--- src/sv/wmcj_pkg.sv ---
// ----------------------------------------------------------------------------
// wmcj_pkg
// Types and constants of the windowed minimum-cost jump block.
// ----------------------------------------------------------------------------
`default_nettype none

package wmcj_pkg;

  localparam int unsigned HEIGHT_W = 16;
  localparam int unsigned COST_W   = 32;
  localparam int unsigned LIMIT_W  = 5;

  localparam logic [COST_W-1:0]  COST_MAX    = {COST_W{1'b1}};
  localparam logic [LIMIT_W-1:0] LIMIT_RESET = LIMIT_W'(2);

  typedef enum logic [2:0] {
    ST_IDLE = 3'b001,
    ST_CALC = 3'b010,
    ST_DONE = 3'b100
  } state_e;

  // Per-cell control from the sequencer.
  typedef struct packed {
    logic shift;   // commit a request: window moves by one stone
    logic active;  // cell holds a predecessor that may be jumped from
  } cell_ctrl_t;

endpackage

`default_nettype wire

--- src/sv/wmcj_cell.sv ---
// ----------------------------------------------------------------------------
// wmcj_cell
// One window slot: stored stone, candidate cost and one step of the min chain.
// ----------------------------------------------------------------------------
`default_nettype none

module wmcj_cell (
  input  wire logic                            clk_i,
  input  wire logic                            rst_ni,
  input  wire wmcj_pkg::cell_ctrl_t            ctrl_i,
  input  wire logic [wmcj_pkg::HEIGHT_W-1:0]   cur_height_i,
  input  wire logic [wmcj_pkg::HEIGHT_W-1:0]   height_i,
  input  wire logic [wmcj_pkg::COST_W-1:0]     cost_i,
  input  wire logic [wmcj_pkg::COST_W-1:0]     acc_i,
  output logic      [wmcj_pkg::HEIGHT_W-1:0]   height_o,
  output logic      [wmcj_pkg::COST_W-1:0]     cost_o,
  output logic      [wmcj_pkg::COST_W-1:0]     acc_o
);

  logic [wmcj_pkg::HEIGHT_W-1:0] height_q;
  logic [wmcj_pkg::COST_W-1:0]   cost_q;
  logic [wmcj_pkg::COST_W-1:0]   cand_q, cand_d;
  logic [wmcj_pkg::COST_W-1:0]   acc_q, acc_d;
  logic [wmcj_pkg::HEIGHT_W-1:0] diff;
  logic [wmcj_pkg::COST_W:0]     sum;

  always_comb begin
    if (cur_height_i >= height_q) begin
      diff = cur_height_i - height_q;
    end else begin
      diff = height_q - cur_height_i;
    end
    sum = {1'b0, cost_q} + (wmcj_pkg::COST_W + 1)'(diff);
    if (!ctrl_i.active || sum[wmcj_pkg::COST_W]) begin
      cand_d = wmcj_pkg::COST_MAX;
    end else begin
      cand_d = sum[wmcj_pkg::COST_W-1:0];
    end
    acc_d = (cand_q < acc_i) ? cand_q : acc_i;
  end

  always_ff @(posedge clk_i or negedge rst_ni) begin
    if (!rst_ni) begin
      height_q <= '0;
      cost_q   <= '0;
      cand_q   <= wmcj_pkg::COST_MAX;
      acc_q    <= wmcj_pkg::COST_MAX;
    end else begin
      if (ctrl_i.shift) begin
        height_q <= height_i;
        cost_q   <= cost_i;
      end
      cand_q <= cand_d;
      acc_q  <= acc_d;
    end
  end

  assign height_o = height_q;
  assign cost_o   = cost_q;
  assign acc_o    = acc_q;

endmodule

`default_nettype wire

--- src/sv/windowed_min_cost_jump_dp.sv ---
// ----------------------------------------------------------------------------
// windowed_min_cost_jump_dp
// Least cost to reach each stone, jumping 1..jump_limit stones per step.
// ----------------------------------------------------------------------------
//  channel   dir   payload                                  handshake
//  s_axis    in    tdata: height[15:0]; tuser: first_stone  tvalid/tready
//  m_axis    out   tdata: best_cost[31:0]                   tvalid/tready
//  cfg       in    cfg_data_i: jump_limit[4:0]              cfg_valid_i/cfg_ready_o
//
//  Each request passes through accept, a phase while the minimum ripples
//  down the row of cells, and a commit, before the next stone is taken.
//  The commit waits while the output register still holds an untaken result.
//  Reset clears the stone count and sets jump_limit to 2.
// ----------------------------------------------------------------------------
`default_nettype none

module windowed_min_cost_jump_dp #(
  parameter int unsigned MAX_JUMP = 16
) (
  input  wire logic        clk_i,
  input  wire logic        rst_ni,
  input  wire logic        s_axis_tvalid,
  output logic             s_axis_tready,
  input  wire logic [15:0] s_axis_tdata,   // height[15:0]
  input  wire logic [0:0]  s_axis_tuser,   // first_stone[0]
  output logic             m_axis_tvalid,
  input  wire logic        m_axis_tready,
  output logic      [31:0] m_axis_tdata,   // best_cost[31:0]
  input  wire logic        cfg_valid_i,
  output logic             cfg_ready_o,
  input  wire logic [4:0]  cfg_data_i      // jump_limit[4:0]
);

  localparam int unsigned CntW   = $clog2(MAX_JUMP + 1);
  localparam int unsigned CmpW   = (CntW > wmcj_pkg::LIMIT_W) ? CntW : wmcj_pkg::LIMIT_W;
  localparam int unsigned CalcW  = $clog2(MAX_JUMP + 2);
  localparam logic [CalcW-1:0] CalcLast = CalcW'(MAX_JUMP);

  wmcj_pkg::state_e st_q, st_d;

  logic [wmcj_pkg::LIMIT_W-1:0]  jl_q;
  logic [CntW-1:0]               stones_q, stones_d;
  logic [CntW-1:0]               n_q, n_d;
  logic [CalcW-1:0]              cnt_q, cnt_d;
  logic [wmcj_pkg::HEIGHT_W-1:0] h_q;
  logic                          out_valid_q, out_valid_d;
  logic [wmcj_pkg::COST_W-1:0]   out_data_q;

  logic                          in_acc, commit;
  logic [CntW-1:0]               stones_eff;
  logic [CmpW-1:0]               lim, seen_ext;
  logic [wmcj_pkg::COST_W-1:0]   cost;

  logic [wmcj_pkg::HEIGHT_W-1:0] hgt [MAX_JUMP+1];
  logic [wmcj_pkg::COST_W-1:0]   cst [MAX_JUMP+1];
  logic [wmcj_pkg::COST_W-1:0]   acc [MAX_JUMP+1];

  assign cfg_ready_o   = 1'b1;
  assign s_axis_tready = (st_q == wmcj_pkg::ST_IDLE);
  assign in_acc        = s_axis_tvalid && s_axis_tready;
  assign commit        = (st_q == wmcj_pkg::ST_DONE) && (!out_valid_q || m_axis_tready);

  // effective jump limit, clamped to 1..MAX_JUMP
  always_comb begin
    if (jl_q == '0) begin
      lim = CmpW'(1);
    end else if (CmpW'(jl_q) > CmpW'(MAX_JUMP)) begin
      lim = CmpW'(MAX_JUMP);
    end else begin
      lim = CmpW'(jl_q);
    end
    stones_eff = s_axis_tuser[0] ? '0 : stones_q;
    seen_ext   = CmpW'(stones_eff);
  end

  assign cost = (n_q == '0) ? '0 : acc[MAX_JUMP];

  always_comb begin
    st_d        = st_q;
    cnt_d       = cnt_q;
    stones_d    = stones_q;
    n_d         = n_q;
    out_valid_d = out_valid_q;
    if (m_axis_tvalid && m_axis_tready) begin
      out_valid_d = 1'b0;
    end
    case (st_q)
      wmcj_pkg::ST_IDLE: begin
        if (in_acc) begin
          stones_d = stones_eff;
          n_d      = (seen_ext < lim) ? stones_eff : CntW'(lim);
          cnt_d    = '0;
          st_d     = wmcj_pkg::ST_CALC;
        end
      end
      wmcj_pkg::ST_CALC: begin
        cnt_d = cnt_q + CalcW'(1);
        if (cnt_q == CalcLast) begin
          st_d = wmcj_pkg::ST_DONE;
        end
      end
      wmcj_pkg::ST_DONE: begin
        if (commit) begin
          out_valid_d = 1'b1;
          if (stones_q != CntW'(MAX_JUMP)) begin
            stones_d = stones_q + CntW'(1);
          end
          st_d = wmcj_pkg::ST_IDLE;
        end
      end
      default: begin
        st_d = wmcj_pkg::ST_IDLE;
      end
    endcase
  end

  always_ff @(posedge clk_i or negedge rst_ni) begin
    if (!rst_ni) begin
      st_q        <= wmcj_pkg::ST_IDLE;
      jl_q        <= wmcj_pkg::LIMIT_RESET;
      stones_q    <= '0;
      n_q         <= '0;
      cnt_q       <= '0;
      out_valid_q <= 1'b0;
    end else begin
      st_q        <= st_d;
      stones_q    <= stones_d;
      n_q         <= n_d;
      cnt_q       <= cnt_d;
      out_valid_q <= out_valid_d;
      if (cfg_valid_i && cfg_ready_o) begin
        jl_q <= cfg_data_i;
      end
    end
  end

  always_ff @(posedge clk_i) begin
    if (in_acc) begin
      h_q <= s_axis_tdata;
    end
    if (commit) begin
      out_data_q <= cost;
    end
  end

  assign hgt[0] = h_q;
  assign cst[0] = cost;
  assign acc[0] = wmcj_pkg::COST_MAX;

  for (genvar i = 0; i < MAX_JUMP; i++) begin : g_cell
    wmcj_pkg::cell_ctrl_t ctrl;
    assign ctrl = wmcj_pkg::cell_ctrl_t'{shift: commit, active: (CntW'(i) < n_q)};

    wmcj_cell u_cell (
      .clk_i        (clk_i),
      .rst_ni       (rst_ni),
      .ctrl_i       (ctrl),
      .cur_height_i (h_q),
      .height_i     (hgt[i]),
      .cost_i       (cst[i]),
      .acc_i        (acc[i]),
      .height_o     (hgt[i+1]),
      .cost_o       (cst[i+1]),
      .acc_o        (acc[i+1])
    );
  end

  assign m_axis_tvalid = out_valid_q;
  assign m_axis_tdata  = out_data_q;

  // last stone of the window falls off the end of the row
  logic [wmcj_pkg::HEIGHT_W-1:0] unused_h;
  logic [wmcj_pkg::COST_W-1:0]   unused_c;
  assign unused_h = hgt[MAX_JUMP];
  assign unused_c = cst[MAX_JUMP];

endmodule

`default_nettype wire

--- config.mk ---
export PLATFORM = sky130hd
export DESIGN_NAME = windowed_min_cost_jump_dp
export DESIGN_NICKNAME = d
export VERILOG_FILES = /design/src/sv/wmcj_pkg.sv /design/src/sv/wmcj_cell.sv /design/src/sv/windowed_min_cost_jump_dp.sv
export SDC_FILE = /design/constraint.sdc
export NUM_CORES = 2
export LEC_CHECK = 0
export BUFFER_PORTS_ARGS = -buffer_cell sky130_fd_sc_hd__clkbuf_2
export CORE_ASPECT_RATIO = 0.5
export CORE_MARGIN = 4
export CORE_UTILIZATION = 55
export CTS_CLUSTER_SIZE = 30
export DETAILED_ROUTE_END_ITERATION = 6
export HOLD_SLACK_MARGIN = 0.02
export PLACE_DENSITY = 0.71
export REMOVE_ABC_BUFFERS = 1
export SKIP_LAST_GASP = 1
export SLEW_MARGIN = 30
export SYNTH_ARGS = -nofsm -noshare
export SYNTH_HDL_FRONTEND = slang
export SYNTH_SLANG_ARGS = --single-unit
--- constraint.sdc ---
create_clock -name clk_i -period 11.1 [get_ports clk_i]
set_input_delay 1.11 -clock clk_i [delete_from_list [all_inputs] [get_ports clk_i]]
set_output_delay 1.11 -clock clk_i [all_outputs]
set_load 0.01 [all_outputs]
-- Yosys cells after proc, flatten, opt, wreduce, memory -nomap -nowiden
Index checks and enable logic that the tools add are counted.
- bits in registers: 1864
- output and inout bits: 35
- add/sub/neg operators: 50
- order comparisons: 50
- eq/ne operators: 9
- mux-type cells: 66
- reductions and logical operators: 45
- operators by type and width (operator ; number):
    2-to-1 mux 32 bit ; 33
    adder 32 x 16 -> 33 bit ; 16
    subtractor 16 bit ; 32
    < comparator 32 bit ; 15
    greater-or-equal comparator 16 bit ; 16
    2-to-1 mux 16 bit ; 16
    < comparator 4 x 5 -> 1 bit, first input constant ; 8
    2-to-1 mux 5 bit ; 8
    < comparator 32 bit, second input constant ; 1
    < comparator 3 x 5 -> 1 bit, first input constant ; 4
    one-hot mux 5 bit (2 select lines) ; 2
    logical NOT 1 bit ; 17
    logical OR 1 bit ; 17
    adder 5 x 1 -> 5 bit, second input constant ; 2
    logical NOT 5 bit ; 2
    < comparator 1 x 5 -> 1 bit, first input constant ; 2
    < comparator 2 x 5 -> 1 bit, first input constant ; 2
    2-to-1 mux 3 bit ; 3
    one-hot mux 3 bit (3 select lines) ; 1
    == test 5 bit, second input constant ; 1
    greater-than comparator 5 bit, second input constant ; 1
    < comparator 5 bit ; 1
    inequality test 5 bit, second input constant ; 1
    inequality test 2 x 1 -> 1 bit, second input constant ; 2
    10 further kinds ; 17

-- Logic depth before layout (Yosys ltp)
- depth after elaboration: 5
- depth in mapped cells: 26
- mapped depth without buffers: 23

-- Modules after synthesis
A second synthesis with hierarchy kept.
- cell total of the unflattened synthesis: 12090
- area total of the unflattened synthesis: 121581.6 um^2
- by module, submodules not included (module ; times used ; cells an instance ; area each (um^2) ; seq. area each (um^2)):
    wmcj_cell (g_cell[11].u_cell ...) ; 9 ; 741 ; 7424.6 ; 2882.8
    wmcj_cell (g_cell[0].u_cell ...) ; 3 ; 729 ; 7318.3 ; 2882.8
    wmcj_cell (g_cell[9].u_cell) ; 1 ; 755 ; 7513.5 ; 2882.8
    wmcj_cell (g_cell[8].u_cell) ; 1 ; 763 ; 7450.9 ; 2882.8
    wmcj_cell (g_cell[15].u_cell) ; 1 ; 739 ; 7417.1 ; 2882.8
    wmcj_cell (g_cell[10].u_cell) ; 1 ; 718 ; 7226.9 ; 2882.8
    windowed_min_cost_jump_dp ; 1 ; 259 ; 3196.8 ; 2044.5

-- Least setup slack after synthesis
Ideal clock, no wire load.
- path kind: register to register
- from: register h_q[1] (netlist name)
- to: register g_cell[4].u_cell.cand_q[18] (netlist name)
- setup time: 0.095 ns
- arrival: 6.613 ns
- data required time: 11.005 ns
- slack: 4.392 ns
- stages on the path, launching flop included: 20
- cells stage by stage: edfxtp_1 > inv_1 > ha_1 > nand4_1 > or3_1 > a31oi_1 > buf_2 > mux2i_1 > xnor2_1 > ha_1 > nor2b_1 > o21ai_1 > a21boi_1 > o31a_1 > o311a_1 > a21oi_2 > nor2_1 > a31oi_4 > buf_2 > o21ai_0
- cells in the longest elaborated chain, start to end: 5
- elaborated cells between the ends (all ways): 7
- classes of those cells: add/sub: 3; order compare: 1; mux: 2; reduce/logical: 1
- RTL lines (what ; line ; text):
    start, declared ; windowed_min_cost_jump_dp.sv:45 ; logic [wmcj_pkg::HEIGHT_W-1:0] h_q;
    start signal, assigned ; windowed_min_cost_jump_dp.sv:139 ; h_q <= s_axis_tdata;
    subtractor 16 bit (tied with other cells) ; wmcj_cell.sv:31 ; diff = height_q - cur_height_i;
    2-to-1 mux 16 bit (*) ; wmcj_cell.sv:28 ; if (cur_height_i >= height_q) begin
    adder 32 x 16 -> 33 bit (*) ; wmcj_cell.sv:33 ; sum = {1'b0, cost_q} + (wmcj_pkg::COST_W + 1)'(diff);
    logical OR 1 bit ; wmcj_cell.sv:34 ; if (!ctrl_i.active || sum[wmcj_pkg::COST_W]) begin
    2-to-1 mux 32 bit (*) ; wmcj_cell.sv:34 ;
    via g_cell[4].u_cell.cand_d (one bit) ; wmcj_cell.sv:22 ; logic [wmcj_pkg::COST_W-1:0] cand_q, cand_d;
    end signal, assigned ; wmcj_cell.sv:46 ; cand_q <= wmcj_pkg::COST_MAX;
    end signal, assigned ; wmcj_cell.sv:53 ; cand_q <= cand_d;
    end, declared ; wmcj_cell.sv:22 ;
Mark *: on every way through the listed nets, which the timed path passes. The rest lies on a longest branch.
A chain may end at the register's enable or synchronous reset.

-- Worst setup path in the final report
- from: register h_q[0] (netlist name)
- to: register g_cell[6].u_cell.cand_q[5] (netlist name)
- cells in the longest elaborated chain, start to end: 5
- elaborated cells between the ends (all ways): 7
- classes of those cells: add/sub: 3; order compare: 1; mux: 2; reduce/logical: 1
- RTL lines (what ; line):
    subtractor 16 bit (tied with other cells) ; wmcj_cell.sv:31
    2-to-1 mux 16 bit (*) ; wmcj_cell.sv:28
    adder 32 x 16 -> 33 bit (*) ; wmcj_cell.sv:33
    logical OR 1 bit ; wmcj_cell.sv:34
    2-to-1 mux 32 bit (*) ; wmcj_cell.sv:34
    via g_cell[6].u_cell.cand_d (one bit) ; wmcj_cell.sv:22
    end signal, assigned ; wmcj_cell.sv:46
    end signal, assigned ; wmcj_cell.sv:53
    end, declared ; wmcj_cell.sv:22
Marks and branches as above.

==> flow_metrics.py <==
metrics = {
    "grt": {
        "grt_pass1_vias": 86300,
        "grt_max_degree": 232,
        "grtUsageTotal_pct": 34.1,
        "use_met2_pct": 43.9,
        "busiest_layer": "met1",
        "gr-usage-met3_pct": 13.2,
        "met1_usage_pct": 53.7,
        "antenna_found_initial": 30,
        "grt_pass1_wl_mm": 562,
        "overflow": 0,
    },
    "worst_setup_path": {
        "crit_required_ns": 11.81,
        "crit_top_cell": "buf_4",
        "critPathTopFamily": "compound AO/OA/AOI/OAI gates",
        "cp-end-kind": "register",
        "critPathKind": "reg -> reg",
        "cp_max_fo": 20,
        "crit_slowest_cell": "edfxtp_1",
        "start_kind": "register",
        "critical_path.max_stage_delay_ns": 0.81,
        "crit_arrival_ns": 9.21,
        "critical_path_buf_inv_count": 5,
    },
    "route": {
        "drtIter0Drc": 9457,
        "ant_nets": 0,
        "finalWirelength_mm": 381,
        "vias": 90600,
        "first_pass_iters": 6,
        "wl_per_cell_um": 25.0,
        "vias_per_cell": 5.95,
        "post-route-drc-count": 0,
    },
    "synthesis": {
        "yosysTopAreaCellShare_pct": 23.2,
        "yosys-top-cells-area": "dfstp_2 23%, dfrtp_1 17%, ha_1 13%, nand2_1 7.6%, mux2_2 5.2%",
        "synth.most_common_cell": "nand2_1",
        "synth_async_sr_flop_share_pct": 97.4,
        "netlist_instances": 12300,
        "yosysSeqAreaShare_pct": 41.4,
        "synth_area_mm2": 0.116,
        "ys_ff_latch": 1864,
        "synth_common_cells": "2360 x nand2_1, 1241 x ha_1, 1026 x dfstp_2",
        "synth-edff-count": 48,
        "ys.flop_type": "dfstp_2",
        "ys_types": 104,
        "synth_largest_area_cell": "dfstp_2",
        "syn_avg_cell_area_um2": 9.42,
        "ys_warn_count": 0,
    },
    "timing": {
        "fmax_ghz": 0.118,
        "skew_ns": 0.0990,
        "grt_setup_unrepaired": "false",
        "slew_viol_final": 0,
        "post-route-period-util_pct": 76.5,
        "hold_violations": 0,
        "layout_setup_ws_ns": 2.60,
        "tightest_slew_ns": 1.22,
        "min_period_ns": 8.50,
        "relSlewSlack_pct": 17.8,
        "setup_violations": 0,
        "tns_ns": 0,
    },
    "cts": {
        "clock_latency_ns": 0.88,
        "cts_made_buffers": 180,
        "clock-sinks": 1864,
        "path_clk_slew_ns": 0.07,
        "cts_root_buffer": "clkbuf_16",
        "post_cts_buffers": 0,
        "cts.repair.resized": 0,
        "cts_max_path_buffers": 4,
        "cts_tree": "yes",
        "htreeDepth": 4,
        "postCtsHoldBufs": 0,
    },
    "run": {
        "maxCapViolCount": 0,
    },
    "hold_path": {
        "hold_path_class": "in -> async",
    },
    "die": {
        "die_w_um": 658,
        "die_y_um": 333,
        "pin_count": 62,
        "rows": 118,
        "start_util_pct": 55.7,
        "design.core.area_mm2": 0.209,
        "die_area_mm2": 0.219,
    },
    "final_layout": {
        "nNetsFinal": 13600,
        "final_util_pct": 60.5,
        "drive_gt1_share_pct": 17.9,
        "syn_to_final_growth_pct": 8.53,
    },
    "place": {
        "place_ws_ns": 2.95,
        "hpwl_mm": 291,
        "portBuffers": 60,
        "gp_congestion": 0.995,
    },
    "outcome": {
        "outcome": "complete, no violations",
    },
    "power_and_ir_drop": {
        "p_leak_nw": 60.9,
        "power_density_mw_per_mm2": 264,
        "peakVddDrop_mv": 0.206,
    },
}
## where the power goes
part,leakage (nW),total [mW],internal (mW),switching (mW)
Clock,3.01,6.64,3.76,2.88
Sequential,20.8,10.2,9.25,0.962
Combinational,37.1,16.5,6.09,10.4
Total,60.9,33.3,19.1,14.2
## routing by layer
layer / wire length [um] / vias to the layer above
li1: - / 42000
met3: 47900 / 416
met2: 143000 / 3171
met1: 184000 / 45000
met4: 6180 / 8
met5: 60 / -
## through the flow
stage | total power [mW] | instance area [um^2] | cells | hold slack (ns)
after CTS | 32.8 | 126000 | 15200 | 0.237
final | 33.3 | 126000 | 15200 | 0.184
after global routing | 35.1 | 126000 | 15200 | 0.215
after floorplan | 20.0 | 114000 | 11900 | 0.345
after detailed placement | 26.1 | 120000 | 14900 | 0.347
after global placement | 25.7 | 119000 | 14900 | 0.346
## final timing paths
path,slack [ns],cells past startpoint,start,end
worst max-delay path,2.60,26,h_q[0],g_cell[6].u_cell.cand_q[5]
worst min-delay path,0.18,1,rst_ni,g_cell[5].u_cell.height_o[14]
worst max register to register,2.60,26,h_q[0],g_cell[6].u_cell.cand_q[5]
worst min register to register,0.35,0,g_cell[0].u_cell.cand_q[22],g_cell[0].u_cell.acc_o[22]
max in group asynchronous,8.00,4,rst_ni,g_cell[8].u_cell.cost_o[28]
min in group clk_i,0.35,0,g_cell[0].u_cell.cand_q[22],g_cell[0].u_cell.acc_o[22]
## layout by cell type (no fill, tap or decap), types with 36 or more instances in the layout
master and instances:
o211ai_1 63, and4_1 36, buf_4 111, clkbuf_2 59
a31oi_1 79, ha_1 1241, clkbuf_16 183, fa_1 48
mux2_2 539, mux2i_1 120, o21a_1 96, and3_1 104
o21bai_1 72, nand2_1 2359, dfstp_2 1026, o21ai_0 761
nand2b_1 120, xnor2_1 278, a21o_1 413, nor3_1 162
nand3_1 195, dfrtp_1 789, nor2b_1 123, edfxtp_1 48
nor2_1 392, or3_1 49, a211oi_1 65, nand4_1 157
a21oi_1 661, inv_1 972, clkinv_2 36, xor2_1 262
and2_1 62
## state kept, by name, summed over array words and instances, names as in the netlist
register / flops
g_cell.u_cell.acc_o: 512
g_cell.u_cell.cost_o: 512
m_axis_tdata: 32
g_cell.u_cell.cand_q: 512
g_cell.u_cell.height_o: 256
st_q: 3
n_q: 5
jl_q: 5
m_axis_tvalid: 1
cnt_q: 5
stones_q: 5
h_q: 16
## layout make-up
cell class | count | area (um^2)
fillers | 18000 | 82500
multi-input cells | 9022 | 63000
flip-flops and latches | 1864 | 48200
clock buffers | 237 | 5030
inverters | 981 | 3690
well taps | 2820 | 3530
repair buffers | 193 | 1580
clock inverters | 88 | 1120
diodes | 20 | 50.0
## cells by family (layout without fill, tap and decap cells)
group	after synthesis	in the layout	synth area share, %
DFF	1864	1864	41.4
other	1	21	0.00323
buffers and inverters	1454	1499	4.87
and+or+nand+nor	3881	3881	14.8
AOI/OAI and AO/OA	2600	2600	14.0
adders and majority gates	1289	1289	14.2
muxes	665	665	6.31
xor gates and xnor gates	586	586	4.42
Note: power is estimated with default switching activity, not from simulation.
